`src/sv/weighted_tag_best_match_defines.svh`:
```
// Assertion macros shared by the weighted_tag_best_match RTL.
// Expects clk_i and rst_ni in the scope of the module that uses them.
`ifndef WEIGHTED_TAG_BEST_MATCH_DEFINES_SVH
`define WEIGHTED_TAG_BEST_MATCH_DEFINES_SVH

// Check a property on every clock edge outside reset.
`define WTBM_ASSERT(lbl, prop, msg) \
  lbl: assert property (@(posedge clk_i) disable iff (!rst_ni) (prop)) else $error(msg);

// Check that a condition never occurs outside reset.
`define WTBM_ASSERT_NEVER(lbl, cond, msg) \
  lbl: assert property (@(posedge clk_i) disable iff (!rst_ni) !(cond)) else $error(msg);

`endif

```
`src/sv/wtbm_pkg.sv`:
```
// Shared types and constants for the weighted tag best-match block.
// No dependencies; used by every wtbm_* module and the top level.
`default_nettype none

package wtbm_pkg;

  localparam int unsigned IdxW   = 16;
  localparam int unsigned ValW   = 32;
  localparam int unsigned WgtW   = 24;
  localparam int unsigned RangeW = 40;
  localparam int unsigned TidW   = 6;
  localparam int unsigned SumW   = 63;
  localparam int unsigned DiffW  = 33;
  localparam int unsigned TermW  = 41;
  localparam int unsigned WideW  = 42;
  localparam int unsigned FracW  = 16;

  localparam logic [SumW-1:0]   SumMax       = {SumW{1'b1}};
  localparam logic [RangeW-1:0] DefRangeRst  = 40'd65536000000;
  localparam logic [RangeW-1:0] WrapRangeRst = 40'd411775;
  localparam logic [TidW-1:0]   WrapTidRst   = '0;

  typedef enum logic [1:0] {
    CFG_DEF_RANGE  = 2'd0,
    CFG_WRAP_RANGE = 2'd1,
    CFG_WRAP_TID   = 2'd2
  } cfg_idx_e;

  typedef struct packed {
    logic [RangeW-1:0] default_range;
    logic [RangeW-1:0] wrap_range;
    logic [TidW-1:0]   wrap_tag_id;
  } cfg_t;

  // Per-item control that rides along the pipe.
  typedef struct packed {
    logic [IdxW-1:0] asset_index;
    logic            has_tag;
    logic            last_tag;
    logic            last_asset;
  } ctl_t;

  typedef struct packed {
    ctl_t             ctl;
    logic [TidW-1:0]  tag_id;
    logic [ValW-1:0]  tag_value;
    logic [ValW-1:0]  match_value;
    logic [WgtW-1:0]  weight;
  } item_t;

  typedef struct packed {
    logic             valid;
    ctl_t             ctl;
    logic [DiffW-1:0] diff;
    logic [WgtW-1:0]  weight;
  } dist_t;

  typedef struct packed {
    logic             valid;
    ctl_t             ctl;
    logic [TermW-1:0] term;
  } term_t;

endpackage

`default_nettype wire

```
`src/sv/wtbm_dist.sv`:
```
// Input register and wrapped distance stage.
// Depends on wtbm_pkg.
`default_nettype none

module wtbm_dist (
  input  wire logic           clk_i,
  input  wire logic           rst_ni,
  input  wire logic           en_i,
  input  wire logic           in_valid_i,
  input  wtbm_pkg::item_t     item_i,
  input  wtbm_pkg::cfg_t      cfg_i,
  output wtbm_pkg::dist_t     dist_o
);

  logic                           a_valid_q;
  wtbm_pkg::item_t                a_item_q;
  logic [wtbm_pkg::RangeW-1:0]    range;
  logic signed [wtbm_pkg::WideW-1:0] a_w, b_w, r_w, ab, shifted;
  logic [wtbm_pkg::WideW-1:0]     d0, d1, dmin;
  wtbm_pkg::dist_t                dist_d, dist_q;

  // Input register.
  always_ff @(posedge clk_i or negedge rst_ni) begin
    if (!rst_ni) begin
      a_valid_q <= 1'b0;
    end else if (en_i) begin
      a_valid_q <= in_valid_i;
    end
  end

  always_ff @(posedge clk_i) begin
    if (en_i && in_valid_i) begin
      a_item_q <= item_i;
    end
  end

  always_comb begin
    range = (a_item_q.tag_id == cfg_i.wrap_tag_id) ? cfg_i.wrap_range : cfg_i.default_range;
    a_w   = {{(wtbm_pkg::WideW - wtbm_pkg::ValW){a_item_q.match_value[wtbm_pkg::ValW-1]}},
             a_item_q.match_value};
    b_w   = {{(wtbm_pkg::WideW - wtbm_pkg::ValW){a_item_q.tag_value[wtbm_pkg::ValW-1]}},
             a_item_q.tag_value};
    r_w   = {{(wtbm_pkg::WideW - wtbm_pkg::RangeW){1'b0}}, range};
    ab    = a_w - b_w;
    // Shift the match value toward zero by the range; zero counts as positive.
    shifted = a_item_q.match_value[wtbm_pkg::ValW-1] ? (ab + r_w) : (ab - r_w);
    d0    = ab[wtbm_pkg::WideW-1] ? unsigned'(-ab) : unsigned'(ab);
    d1    = shifted[wtbm_pkg::WideW-1] ? unsigned'(-shifted) : unsigned'(shifted);
    dmin  = (d0 < d1) ? d0 : d1;

    dist_d.valid  = a_valid_q;
    dist_d.ctl    = a_item_q.ctl;
    dist_d.diff   = dmin[wtbm_pkg::DiffW-1:0];
    dist_d.weight = a_item_q.weight;
  end

  always_ff @(posedge clk_i or negedge rst_ni) begin
    if (!rst_ni) begin
      dist_q.valid <= 1'b0;
    end else if (en_i) begin
      dist_q.valid <= dist_d.valid;
      if (dist_d.valid) begin
        dist_q.ctl    <= dist_d.ctl;
        dist_q.diff   <= dist_d.diff;
        dist_q.weight <= dist_d.weight;
      end
    end
  end

  assign dist_o = dist_q;

endmodule

`default_nettype wire

```
`src/sv/wtbm_weight.sv`:
```
// Weighting stage: scales the distance by the Q8.16 weight, keeps Q.16.
// Depends on wtbm_pkg.
`default_nettype none

module wtbm_weight (
  input  wire logic        clk_i,
  input  wire logic        rst_ni,
  input  wire logic        en_i,
  input  wtbm_pkg::dist_t  dist_i,
  output wtbm_pkg::term_t  term_o
);

  localparam int unsigned HiW = wtbm_pkg::DiffW - wtbm_pkg::FracW;

  logic [HiW-1:0]                           diff_hi;
  logic [wtbm_pkg::FracW-1:0]               diff_lo;
  logic [wtbm_pkg::WgtW+HiW-1:0]            p_hi;
  logic [wtbm_pkg::WgtW+wtbm_pkg::FracW-1:0] p_lo;
  logic [wtbm_pkg::TermW-1:0]               term_d;
  wtbm_pkg::term_t                          term_q;

  // floor(w * diff / 2^16) split into integer and fraction parts of diff.
  always_comb begin
    diff_hi = dist_i.diff[wtbm_pkg::DiffW-1:wtbm_pkg::FracW];
    diff_lo = dist_i.diff[wtbm_pkg::FracW-1:0];
    p_hi    = dist_i.weight * diff_hi;
    p_lo    = dist_i.weight * diff_lo;
    term_d  = wtbm_pkg::TermW'(p_hi)
            + wtbm_pkg::TermW'(p_lo[wtbm_pkg::WgtW+wtbm_pkg::FracW-1:wtbm_pkg::FracW]);
  end

  always_ff @(posedge clk_i or negedge rst_ni) begin
    if (!rst_ni) begin
      term_q.valid <= 1'b0;
    end else if (en_i) begin
      term_q.valid <= dist_i.valid;
      if (dist_i.valid) begin
        term_q.ctl  <= dist_i.ctl;
        term_q.term <= term_d;
      end
    end
  end

  assign term_o = term_q;

endmodule

`default_nettype wire

```
`src/sv/wtbm_acc.sv`:
```
// Accumulate stage: saturating per-asset sum, best tracking, result register.
// Depends on wtbm_pkg and weighted_tag_best_match_defines.svh.
`default_nettype none
`include "weighted_tag_best_match_defines.svh"

module wtbm_acc (
  input  wire logic                       clk_i,
  input  wire logic                       rst_ni,
  input  wtbm_pkg::term_t                 term_i,
  output logic                            en_o,
  output logic                            out_valid_o,
  input  wire logic                       out_stall_i,
  output logic [wtbm_pkg::IdxW-1:0]       best_index_o,
  output logic [wtbm_pkg::SumW-1:0]       best_score_o
);

  logic [wtbm_pkg::SumW-1:0] run_q, run_d, best_q, best_d, run_add;
  logic [wtbm_pkg::IdxW-1:0] idx_q, idx_d, win_idx;
  logic [wtbm_pkg::SumW-1:0] win_sum;
  logic [wtbm_pkg::SumW:0]   sum_wide;
  logic                      asset_end, emit, hold, consume;
  logic                      out_valid_q;
  logic [wtbm_pkg::IdxW-1:0] out_idx_q;
  logic [wtbm_pkg::SumW-1:0] out_sum_q;

  always_comb begin
    asset_end = !term_i.ctl.has_tag || term_i.ctl.last_tag;
    emit      = asset_end && term_i.ctl.last_asset;
    // Hold the pipe only when a result is due and the slot is still taken.
    hold      = term_i.valid && emit && out_valid_q && out_stall_i;
    consume   = term_i.valid && !hold;

    sum_wide  = {1'b0, run_q} + (wtbm_pkg::SumW + 1)'(term_i.term);
    if (!term_i.ctl.has_tag) begin
      run_add = run_q;
    end else if (sum_wide >= {1'b0, wtbm_pkg::SumMax}) begin
      run_add = wtbm_pkg::SumMax;
    end else begin
      run_add = sum_wide[wtbm_pkg::SumW-1:0];
    end

    // Strictly smaller wins; a tie keeps the earlier asset.
    if (best_q > run_add) begin
      win_sum = run_add;
      win_idx = term_i.ctl.asset_index;
    end else begin
      win_sum = best_q;
      win_idx = idx_q;
    end

    run_d  = run_q;
    best_d = best_q;
    idx_d  = idx_q;
    if (consume) begin
      if (!asset_end) begin
        run_d = run_add;
      end else begin
        run_d = '0;
        if (term_i.ctl.last_asset) begin
          best_d = wtbm_pkg::SumMax;
          idx_d  = '0;
        end else begin
          best_d = win_sum;
          idx_d  = win_idx;
        end
      end
    end
  end

  always_ff @(posedge clk_i or negedge rst_ni) begin
    if (!rst_ni) begin
      run_q       <= '0;
      best_q      <= wtbm_pkg::SumMax;
      idx_q       <= '0;
      out_valid_q <= 1'b0;
    end else begin
      run_q  <= run_d;
      best_q <= best_d;
      idx_q  <= idx_d;
      if (consume && emit) begin
        out_valid_q <= 1'b1;
      end else if (!out_stall_i) begin
        out_valid_q <= 1'b0;
      end
    end
  end

  always_ff @(posedge clk_i) begin
    if (consume && emit) begin
      out_idx_q <= win_idx;
      out_sum_q <= win_sum;
    end
  end

  assign en_o         = !hold;
  assign out_valid_o  = out_valid_q;
  assign best_index_o = out_idx_q;
  assign best_score_o = out_sum_q;

  `WTBM_ASSERT(a_emit_resets_best, consume && emit |=> best_q == wtbm_pkg::SumMax && idx_q == '0, "best not cleared after emit")
  `WTBM_ASSERT(a_end_clears_sum, consume && asset_end |=> run_q == '0, "running sum not cleared at asset end")
  `WTBM_ASSERT_NEVER(a_no_overwrite, out_valid_q && out_stall_i && consume && emit, "pending result overwritten")
  `WTBM_ASSERT(a_best_monotonic, !(consume && emit) |=> best_q <= $past(best_q), "best sum grew without emit")

endmodule

`default_nettype wire

```
`src/sv/weighted_tag_best_match.sv`:
```
// Weighted tag best match: finds the asset whose weighted distance sum is smallest.
// Depends on wtbm_pkg, wtbm_dist, wtbm_weight and wtbm_acc.
//
// Usage:
//   Input channel (in_valid_i / in_stall_o) carries one tag word per cycle: asset
//   index, has_tag, tag id, tag and match values, weight and last_tag / last_asset.
//   An asset ends on last_tag or on a has_tag=0 word; the asset ending with
//   last_asset set produces one result word on out_valid_o / out_stall_i holding
//   the winning index and its saturated sum (index 0 and the maximum if none won).
//   Configuration: write default_range, wrap_range or wrap_tag_id through
//   cfg_valid_i / cfg_index_i / cfg_data_i; cfg_ready_o is always high. Write
//   only while no word is in flight.
// Timing:
//   Four register stages: input register, distance register, weighted term
//   register, then the accumulator and result register. One word per cycle is
//   taken sustained while in_stall_o is low; the combinational running-sum add
//   and compare sets that rate.
// Reset and stall:
//   Reset empties the pipe, zeroes the running sum, sets the best sum to the
//   maximum and restores the configuration defaults. A stalled result holds; the
//   pipe keeps taking words and only halts when a second result is ready to leave
//   while the first is still stalled.
`default_nettype none

module weighted_tag_best_match (
  input  wire logic                          clk_i,
  input  wire logic                          rst_ni,
  // input channel
  input  wire logic                          in_valid_i,
  output logic                               in_stall_o,
  input  wire logic [wtbm_pkg::IdxW-1:0]     asset_index_i,
  input  wire logic                          has_tag_i,
  input  wire logic [wtbm_pkg::TidW-1:0]     tag_id_i,
  input  wire logic signed [wtbm_pkg::ValW-1:0] tag_value_i,
  input  wire logic signed [wtbm_pkg::ValW-1:0] match_value_i,
  input  wire logic [wtbm_pkg::WgtW-1:0]     weight_i,
  input  wire logic                          last_tag_i,
  input  wire logic                          last_asset_i,
  // result channel
  output logic                               out_valid_o,
  input  wire logic                          out_stall_i,
  output logic [wtbm_pkg::IdxW-1:0]          best_index_o,
  output logic [wtbm_pkg::SumW-1:0]          best_score_o,
  // configuration channel
  input  wire logic                          cfg_valid_i,
  output logic                               cfg_ready_o,
  input  wire logic [1:0]                    cfg_index_i,
  input  wire logic [wtbm_pkg::RangeW-1:0]   cfg_data_i
);

  wtbm_pkg::cfg_t  cfg_q;
  wtbm_pkg::item_t item;
  wtbm_pkg::dist_t dist_pipe;
  wtbm_pkg::term_t term;
  logic            en;

  assign cfg_ready_o = 1'b1;

  // Configuration registers; unknown indexes drop the write.
  always_ff @(posedge clk_i or negedge rst_ni) begin
    if (!rst_ni) begin
      cfg_q.default_range <= wtbm_pkg::DefRangeRst;
      cfg_q.wrap_range    <= wtbm_pkg::WrapRangeRst;
      cfg_q.wrap_tag_id   <= wtbm_pkg::WrapTidRst;
    end else if (cfg_valid_i && cfg_ready_o) begin
      unique case (cfg_index_i)
        wtbm_pkg::CFG_DEF_RANGE:  cfg_q.default_range <= cfg_data_i;
        wtbm_pkg::CFG_WRAP_RANGE: cfg_q.wrap_range    <= cfg_data_i;
        wtbm_pkg::CFG_WRAP_TID:   cfg_q.wrap_tag_id   <= cfg_data_i[wtbm_pkg::TidW-1:0];
        default: ;
      endcase
    end
  end

  // Pack the input word.
  always_comb begin
    item.ctl.asset_index = asset_index_i;
    item.ctl.has_tag     = has_tag_i;
    item.ctl.last_tag    = last_tag_i;
    item.ctl.last_asset  = last_asset_i;
    item.tag_id          = tag_id_i;
    item.tag_value       = tag_value_i;
    item.match_value     = match_value_i;
    item.weight          = weight_i;
  end

  // The whole pipe advances together; it stops only behind a blocked result.
  assign in_stall_o = !en;

  wtbm_dist u_dist (
    .clk_i      (clk_i),
    .rst_ni     (rst_ni),
    .en_i       (en),
    .in_valid_i (in_valid_i),
    .item_i     (item),
    .cfg_i      (cfg_q),
    .dist_o     (dist_pipe)
  );

  wtbm_weight u_weight (
    .clk_i  (clk_i),
    .rst_ni (rst_ni),
    .en_i   (en),
    .dist_i (dist_pipe),
    .term_o (term)
  );

  wtbm_acc u_acc (
    .clk_i        (clk_i),
    .rst_ni       (rst_ni),
    .term_i       (term),
    .en_o         (en),
    .out_valid_o  (out_valid_o),
    .out_stall_i  (out_stall_i),
    .best_index_o (best_index_o),
    .best_score_o (best_score_o)
  );

endmodule

`default_nettype wire
```
`config.mk`:
```
export PLATFORM = sky130hd
export DESIGN_NAME = weighted_tag_best_match
export DESIGN_NICKNAME = d
export VERILOG_FILES = /design/src/sv/wtbm_pkg.sv /design/src/sv/wtbm_dist.sv /design/src/sv/wtbm_weight.sv /design/src/sv/wtbm_acc.sv /design/src/sv/weighted_tag_best_match.sv
export VERILOG_INCLUDE_DIRS = /design/src /design/src/sv
export SDC_FILE = /design/constraint.sdc
export NUM_CORES = 2
export LEC_CHECK = 0
export BUFFER_PORTS_ARGS = -buffer_cell sky130_fd_sc_hd__buf_2
export CAP_MARGIN = 10
export CORE_MARGIN = 3
export CORE_UTILIZATION = 55
export DETAILED_ROUTE_END_ITERATION = 10
export MAX_ROUTING_LAYER = met4
export PLACE_DENSITY = 0.72
export SETUP_SLACK_MARGIN = 0.5
export SYNTH_ARGS = -nofsm -noshare
export SYNTH_HDL_FRONTEND = slang
export SYNTH_SLANG_ARGS = --single-unit
```
`constraint.sdc`:
```
create_clock -name clk_i -period 14.7 [get_ports clk_i]
set_input_delay 0.735 -clock clk_i [delete_from_list [all_inputs] [get_ports clk_i]]
set_output_delay 0.735 -clock clk_i [all_outputs]
set_load 0.02 [all_outputs]
```
# After elaboration in Yosys (flattened, before gate mapping)
# Index checks and enable logic that the tools add are counted.
dict set report word_totals {
  ff_bits 560
  output_inout_bits 82
  word_cells 79
}
dict set report classes {
  addsub 7
  mul 2
  order_cmp 3
  eq_ne 4
  muxes 14
  n_bitwise 1
  reduce_logical 17
}
# cell count
set ops {}
lappend ops {{63-bit 2-to-1 mux} 5}
lappend ops {{42-bit 2-to-1 mux} 3}
lappend ops {{42-bit negation} 2}
lappend ops {{63-bit by 41-bit adder with 64-bit output} 1}
lappend ops {{64-bit by 63-bit greater-or-equal comparator with 1-bit output, second input constant} 1}
lappend ops {{63-bit greater-than comparator} 1}
lappend ops {{42-bit by 41-bit adder with 42-bit output} 1}
lappend ops {{42-bit < comparator} 1}
lappend ops {{42-bit by 41-bit subtractor with 42-bit output} 1}
lappend ops {{41-bit by 24-bit adder with 41-bit output} 1}
lappend ops {{24-bit by 17-bit multiplier with 41-bit output} 1}
lappend ops {{24-bit by 16-bit multiplier with 40-bit output} 1}
lappend ops {{40-bit 2-to-1 mux} 1}
lappend ops {{33-bit 2-to-1 mux} 1}
lappend ops {{32-bit by 32-bit subtractor with 33-bit output} 1}
lappend ops {{16-bit 2-to-1 mux} 2}
lappend ops {{2-bit AND reduction} 4}
lappend ops {{1-bit logical AND} 7}
lappend ops {{6-bit equality test} 1}
lappend ops {{3-bit AND reduction} 2}
lappend ops {{2-bit by 1-bit equality test with 1-bit output, second input constant} 1}
lappend ops {{2-bit equality test, second input constant} 1}
lappend ops {{1-bit logical NOT} 2}
lappend ops {{2-bit logical NOT} 1}
lappend ops {{other kinds (4)} 5}

# Longest topological paths before layout
dict set report logic_depth {
  ltp_word 10
  depth_mapped 48
  mapped_depth_nobuf 47
}

# Hierarchy
# From an unflattened synthesis, not the netlist that was laid out.
dict set report hier_totals {
  hier_cells 6522
  area_unflattened_um2 61587.8
}
# module n_inst cells_per_inst area_per_inst_um2 seq_area_each_um2
set modules_own_cells {}
lappend modules_own_cells {wtbm_weight 1 3014 27351.2 1826.8}
lappend modules_own_cells {wtbm_acc 1 1758 15894.0 6029.5}
lappend modules_own_cells {wtbm_dist 1 1564 15107.0 5725.5}
lappend modules_own_cells {weighted_tag_best_match 1 186 3235.6 2174.6}

# Worst setup path before layout
# Ideal clock, no wire load.
dict set report synth_path {
  path_kind {register -> register}
  startpoint {register u_dist.dist_q, in the netlist u_dist.dist_o[9]}
  endpoint {register, netlist name u_weight.term_o[40]}
  t_arrival_ns 10.955
  required_ns 14.440
  slack_ns 3.485
  path_stages_with_launch 47
  path_buffers 1
  synth_period_minus_slack_ns 11.215
  path_cell_list {edfxtp_1 > clkbuf_1 > nand2_1 > fa_1 > inv_1 > fa_1 > inv_1 > fa_1 > inv_1 > fa_1 > fa_1 > inv_1 > fa_1 > inv_1 > ha_1 > nand4_1 > a21oi_1 > and3_1 > (+11 left out) > inv_1 > fa_1 > fa_1 > fa_1 > inv_1 > ha_1 > a21o_1 > a21o_1 > a21oi_1 > nand3_1 > a211oi_1 > o31ai_1 > a31oi_1 > o21ai_0 > a311oi_1 > o21ai_0 > a21oi_1 > xnor2_1}
}
dict set report synth_between {
  elab_chain_len 2
}
# item line_no
set synth_lines {}
lappend synth_lines {{start: declaration} wtbm_dist.sv:20} ;# wtbm_pkg::dist_t dist_d, dist_q;
lappend synth_lines {{24-bit by 17-bit multiplier with 41-bit output / 24-bit by 16-bit multiplier with 40-bit output (equally long branches)} {wtbm_weight.sv:26, wtbm_weight.sv:27}}
lappend synth_lines {{41-bit by 24-bit adder with 41-bit output (*)} wtbm_weight.sv:29} ;# + wtbm_pkg::TermW'(p_lo[wtbm_pkg::WgtW+wtbm_pkg::FracW-1:wtbm_pkg::FracW]);
lappend synth_lines {{via u_weight.term_d, one bit} wtbm_weight.sv:19} ;# logic [wtbm_pkg::TermW-1:0] term_d;
# Mark *: on every way through the listed nets, which the timed path passes. The rest lies on a longest branch.
# A chain may end at the register's enable or synchronous reset.

# Final worst setup path
dict set report layout_path {
  startpoint {register u_dist.dist_q, in the netlist u_dist.dist_o[7]}
  endpoint {register, netlist name u_weight.term_o[40]}
}
dict set report layout_between {
  elab_chain_len 2
}
# item line_no
set layout_lines {}
lappend layout_lines {{24-bit by 17-bit multiplier with 41-bit output / 24-bit by 16-bit multiplier with 40-bit output (equally long branches)} {wtbm_weight.sv:26, wtbm_weight.sv:27}}
lappend layout_lines {{41-bit by 24-bit adder with 41-bit output (*)} wtbm_weight.sv:29}
lappend layout_lines {{via u_weight.term_d, one bit} wtbm_weight.sv:19}
# Marks and branches as above.

==> impl_metrics.json <==
{
  "worstReg2RegEnd": "u_weight.term_o[40]$_DFFE_PP_",
  "synth-edff-count": 328,
  "slew_headroom_pct": 16.27,
  "yosys_most_used_dff": "edfxtp_1",
  "grt_pass1_vias": 44320,
  "worst_setup_path_start_kind": "flip-flop",
  "chipWidth_um": 330.8,
  "io-pin-count": 242,
  "yosysWarnings": 0,
  "seq_area_mm2": 0.01576,
  "rsz0062_at_grt": "false",
  "worst_pin_slew_ns": 1.256,
  "initial_core_util_pct": 55.73,
  "drtAntennaViolNets": 0,
  "finalHoldViolCount": 0,
  "min_path_type": "primary input to flip-flop",
  "clockRootBuffer": "clkbuf_16",
  "fin_tns_setup_ns": 0,
  "path_class": "flip-flop to flip-flop",
  "core_area_mm2": 0.1041,
  "syn_avg_cell_area_um2": 9.700,
  "routed_via_density": 5.700,
  "gp_congestion": 0.9493,
  "finalNetCount": 7363,
  "htreeDepth": 2,
  "drive_above_1_share_pct": 10.80,
  "holdPathStages": 1,
  "syn_area_mm2": 0.05801,
  "r2r_slack_ns": 1.49,
  "cp_slowest_cell": "edfxtp_1",
  "overflow": 0,
  "syn-instance-count": 5980,
  "rows": 118,
  "ys_seq_area_share_pct": 27.16,
  "reg2reg_depth": 43,
  "syn_to_final_growth_pct": 8.113,
  "dp.cells": 7409,
  "required_ns": 15.14,
  "wl_per_cell_um": 19.40,
  "die_h_um": 330.8,
  "synth_async_sr_flop_share_pct": 41.43,
  "clockBufferDepth": 3,
  "hpwl_mm": 111.3,
  "max_cap_violations": 0,
  "cts_buffers": 60,
  "drt_iter0_drc": 2987,
  "status": "finished, final reports clean",
  "hold_end": "u_dist.a_item_q[107]$_DFFE_PP_",
  "portBuffers": 240,
  "cp-end-kind": "flip-flop",
  "finalCritPeriodShare_pct": 89.87,
  "grt_max_degree": 89,
  "slowest_delay_ns": 1.19,
  "yosys_register_bits": 560,
  "first_pass_iters": 6,
  "path_common_cell": "fa_1",
  "num_antenna_cells": 0,
  "clk-insertion-delay-late_ns": 0.71,
  "post-route-min-period_ns": 13.21,
  "cts.sinks": 560,
  "post_layout_nonfiller_instances": 7527,
  "cts.clk_slew.worst_paths_ns": 0.08,
  "cts_resized": 0,
  "arrival_ns": 13.65,
  "multiInputGateArea_mm2": 0.03779,
  "clock.fmax_mhz": 75.70,
  "r2r-start": "u_dist.dist_o[7]$_DFFE_PP_",
  "worstHoldStart": "asset_index_i[10]",
  "fin_skew_ns": 0.07042,
  "setup_viol": 0,
  "cts_hold_buffers": 1,
  "routed-via-count": 42903,
  "grt.total_usage_pct": 27.97,
  "cts_tree": "done",
  "dieArea_mm2": 0.1094,
  "slew_viol_final": 0,
  "routed_wl_mm": 146.0,
  "ys_types": 83,
  "cts_setup_buffers": 0,
  "drc": 0,
  "startpoint": "u_dist.dist_o[7]$_DFFE_PP_",
  "fill_cells": 8736,
  "grt_pass1_wl_mm": 235.1,
  "antenna_found_initial": 0,
  "crit_fanout": 33
}
[worst max path at each step]
stage | cells after the start | end
6_report | 43 | u_weight.term_o[40]$_DFFE_PP_
5_1_grt | 43 | u_weight.term_o[40]$_DFFE_PP_
4_1_cts | 45 | u_weight.term_o[40]$_DFFE_PP_
3_5_place_dp | 45 | u_weight.term_o[40]$_DFFE_PP_
3_3_place_gp | 45 | u_weight.term_o[40]$_DFFE_PP_
2_1_floorplan | 46 | u_weight.term_o[40]$_DFFE_PP_
[cell families after synthesis]
logic type | Yosys count | share of synthesized area (%)
AOI/OAI and AO/OA | 969 | 10.55
xor gates and xnor gates | 273 | 4.135
adders and majority gates | 1107 | 32.43
buffers and inverters | 1216 | 7.877
DFF | 560 | 27.16
muxes | 239 | 4.405
other | 2 | 0.01295
and+or+nand+nor | 1614 | 13.43
[Yosys cell counts, drive strengths merged (37+ instances only)]
cell | instances | area share, %
a31oi | 56 | 0.60
dfstp | 81 | 3.7
nand2 | 701 | 4.5
a22oi | 38 | 0.49
nor2 | 217 | 1.4
xnor2 | 190 | 2.9
nor3 | 40 | 0.35
ha | 446 | 9.6
a21o | 114 | 1.5
mux2i | 109 | 1.9
and2 | 305 | 3.3
edfxtp | 328 | 17
xor2 | 83 | 1.3
nor2b | 39 | 0.42
a21oi | 274 | 2.4
dfrtp | 151 | 6.5
inv | 950 | 6.1
o21ai | 227 | 2.0
nand4 | 54 | 0.58
fa | 661 | 23
clkbuf | 251 | 1.6
nand3 | 74 | 0.64
mux2 | 130 | 2.5
and3 | 37 | 0.40
[through the flow]
step                      utilization [%]  hold WS [ns]  setup slack [ns]  cell area [µm²]
final                               60.25        0.2155             1.490            62710
after global routing                60.25        0.1943            0.9123            62710
after CTS                           60.17        0.1710             1.637            62630
after detailed placement            58.18        0.4045             1.667            60550
after global placement              58.18        0.4014             1.929            60550
after floorplan                         -        0.4003             3.485            58040
[sequential cells by signal, summed over array words and instances, names as in the netlist]
register            cells
u_acc.best_index_o     16
u_acc.best_q           63
u_dist.a_valid_q        1
u_weight.term_o        61
cfg_q                  86
u_dist.dist_o          77
u_acc.out_valid_o       1
u_dist.a_item_q       113
u_acc.run_q            63
u_acc.best_score_o     63
u_acc.idx_q            16
[critical path: cells and delay by family (launching register included)]
kind,cells,cell delay [ns]
adders and majority gates,13,6.37
DFF,1,1.19
buffers and inverters,6,0.31
and+or+nand+nor,6,0.84
xor gates and xnor gates,2,0.27
AOI/OAI and AO/OA,16,3.93
[routing by layer]
metal / up-vias / routed length, µm / part of all wire, % / global-route usage [%]
li1: 19879 / - / - / -
met1: 21228 / 58190 / 40 / 34.22
met2: 1474 / 71950 / 49 / 46.58
met3: 322 / 8658 / 5.9 / 3.381
met4: 0 / 7233 / 5.0 / 12.80
met5: - / 0 / 0 / -
[cell type report]
cell class                 instances  share of cell area [%]
sequential                       560                   25.13
multi-input combinational       4212                   60.26
inverter                         950                   5.686
clock buffer                      71                   2.460
timing repair buffer             312                   2.885
tap                             1380                   2.753
clock inverter                    42                  0.8300
[layout by cell type (no fill, tap or decap), types with 23 or more instances in the layout]
| cell | Yosys | layout |
|---|---|---|
| a211oi_1 | 23 | 23 |
| nand4_1 | 54 | 54 |
| a22oi_1 | 38 | 37 |
| fa_1 | 661 | 661 |
| dfstp_2 | 81 | 81 |
| nand2_1 | 700 | 699 |
| a21oi_1 | 273 | 272 |
| and3_1 | 37 | 35 |
| a21o_1 | 114 | 114 |
| a22o_1 | 25 | 25 |
| o21bai_1 | 29 | 29 |
| buf_4 | 1 | 67 |
| xor2_1 | 82 | 82 |
| dfrtp_1 | 151 | 151 |
| and2_1 | 305 | 304 |
| a31oi_1 | 56 | 55 |
| xnor2_1 | 190 | 189 |
| edfxtp_1 | 328 | 328 |
| o21ai_0 | 223 | 223 |
| o21a_1 | 36 | 36 |
| nor2_1 | 217 | 214 |
| mux2i_1 | 109 | 109 |
| buf_2 | 1 | 239 |
| nor3_1 | 40 | 40 |
| clkbuf_16 | 0 | 60 |
| nand2b_1 | 36 | 36 |
| nand3_1 | 74 | 74 |
| inv_1 | 950 | 950 |
| nor2b_1 | 39 | 39 |
| mux2_2 | 130 | 130 |
| ha_1 | 446 | 446 |
Power is left out: the tool's default activity adds up to more than one toggle a clock period on the data nets, which glitch-free logic cannot reach.
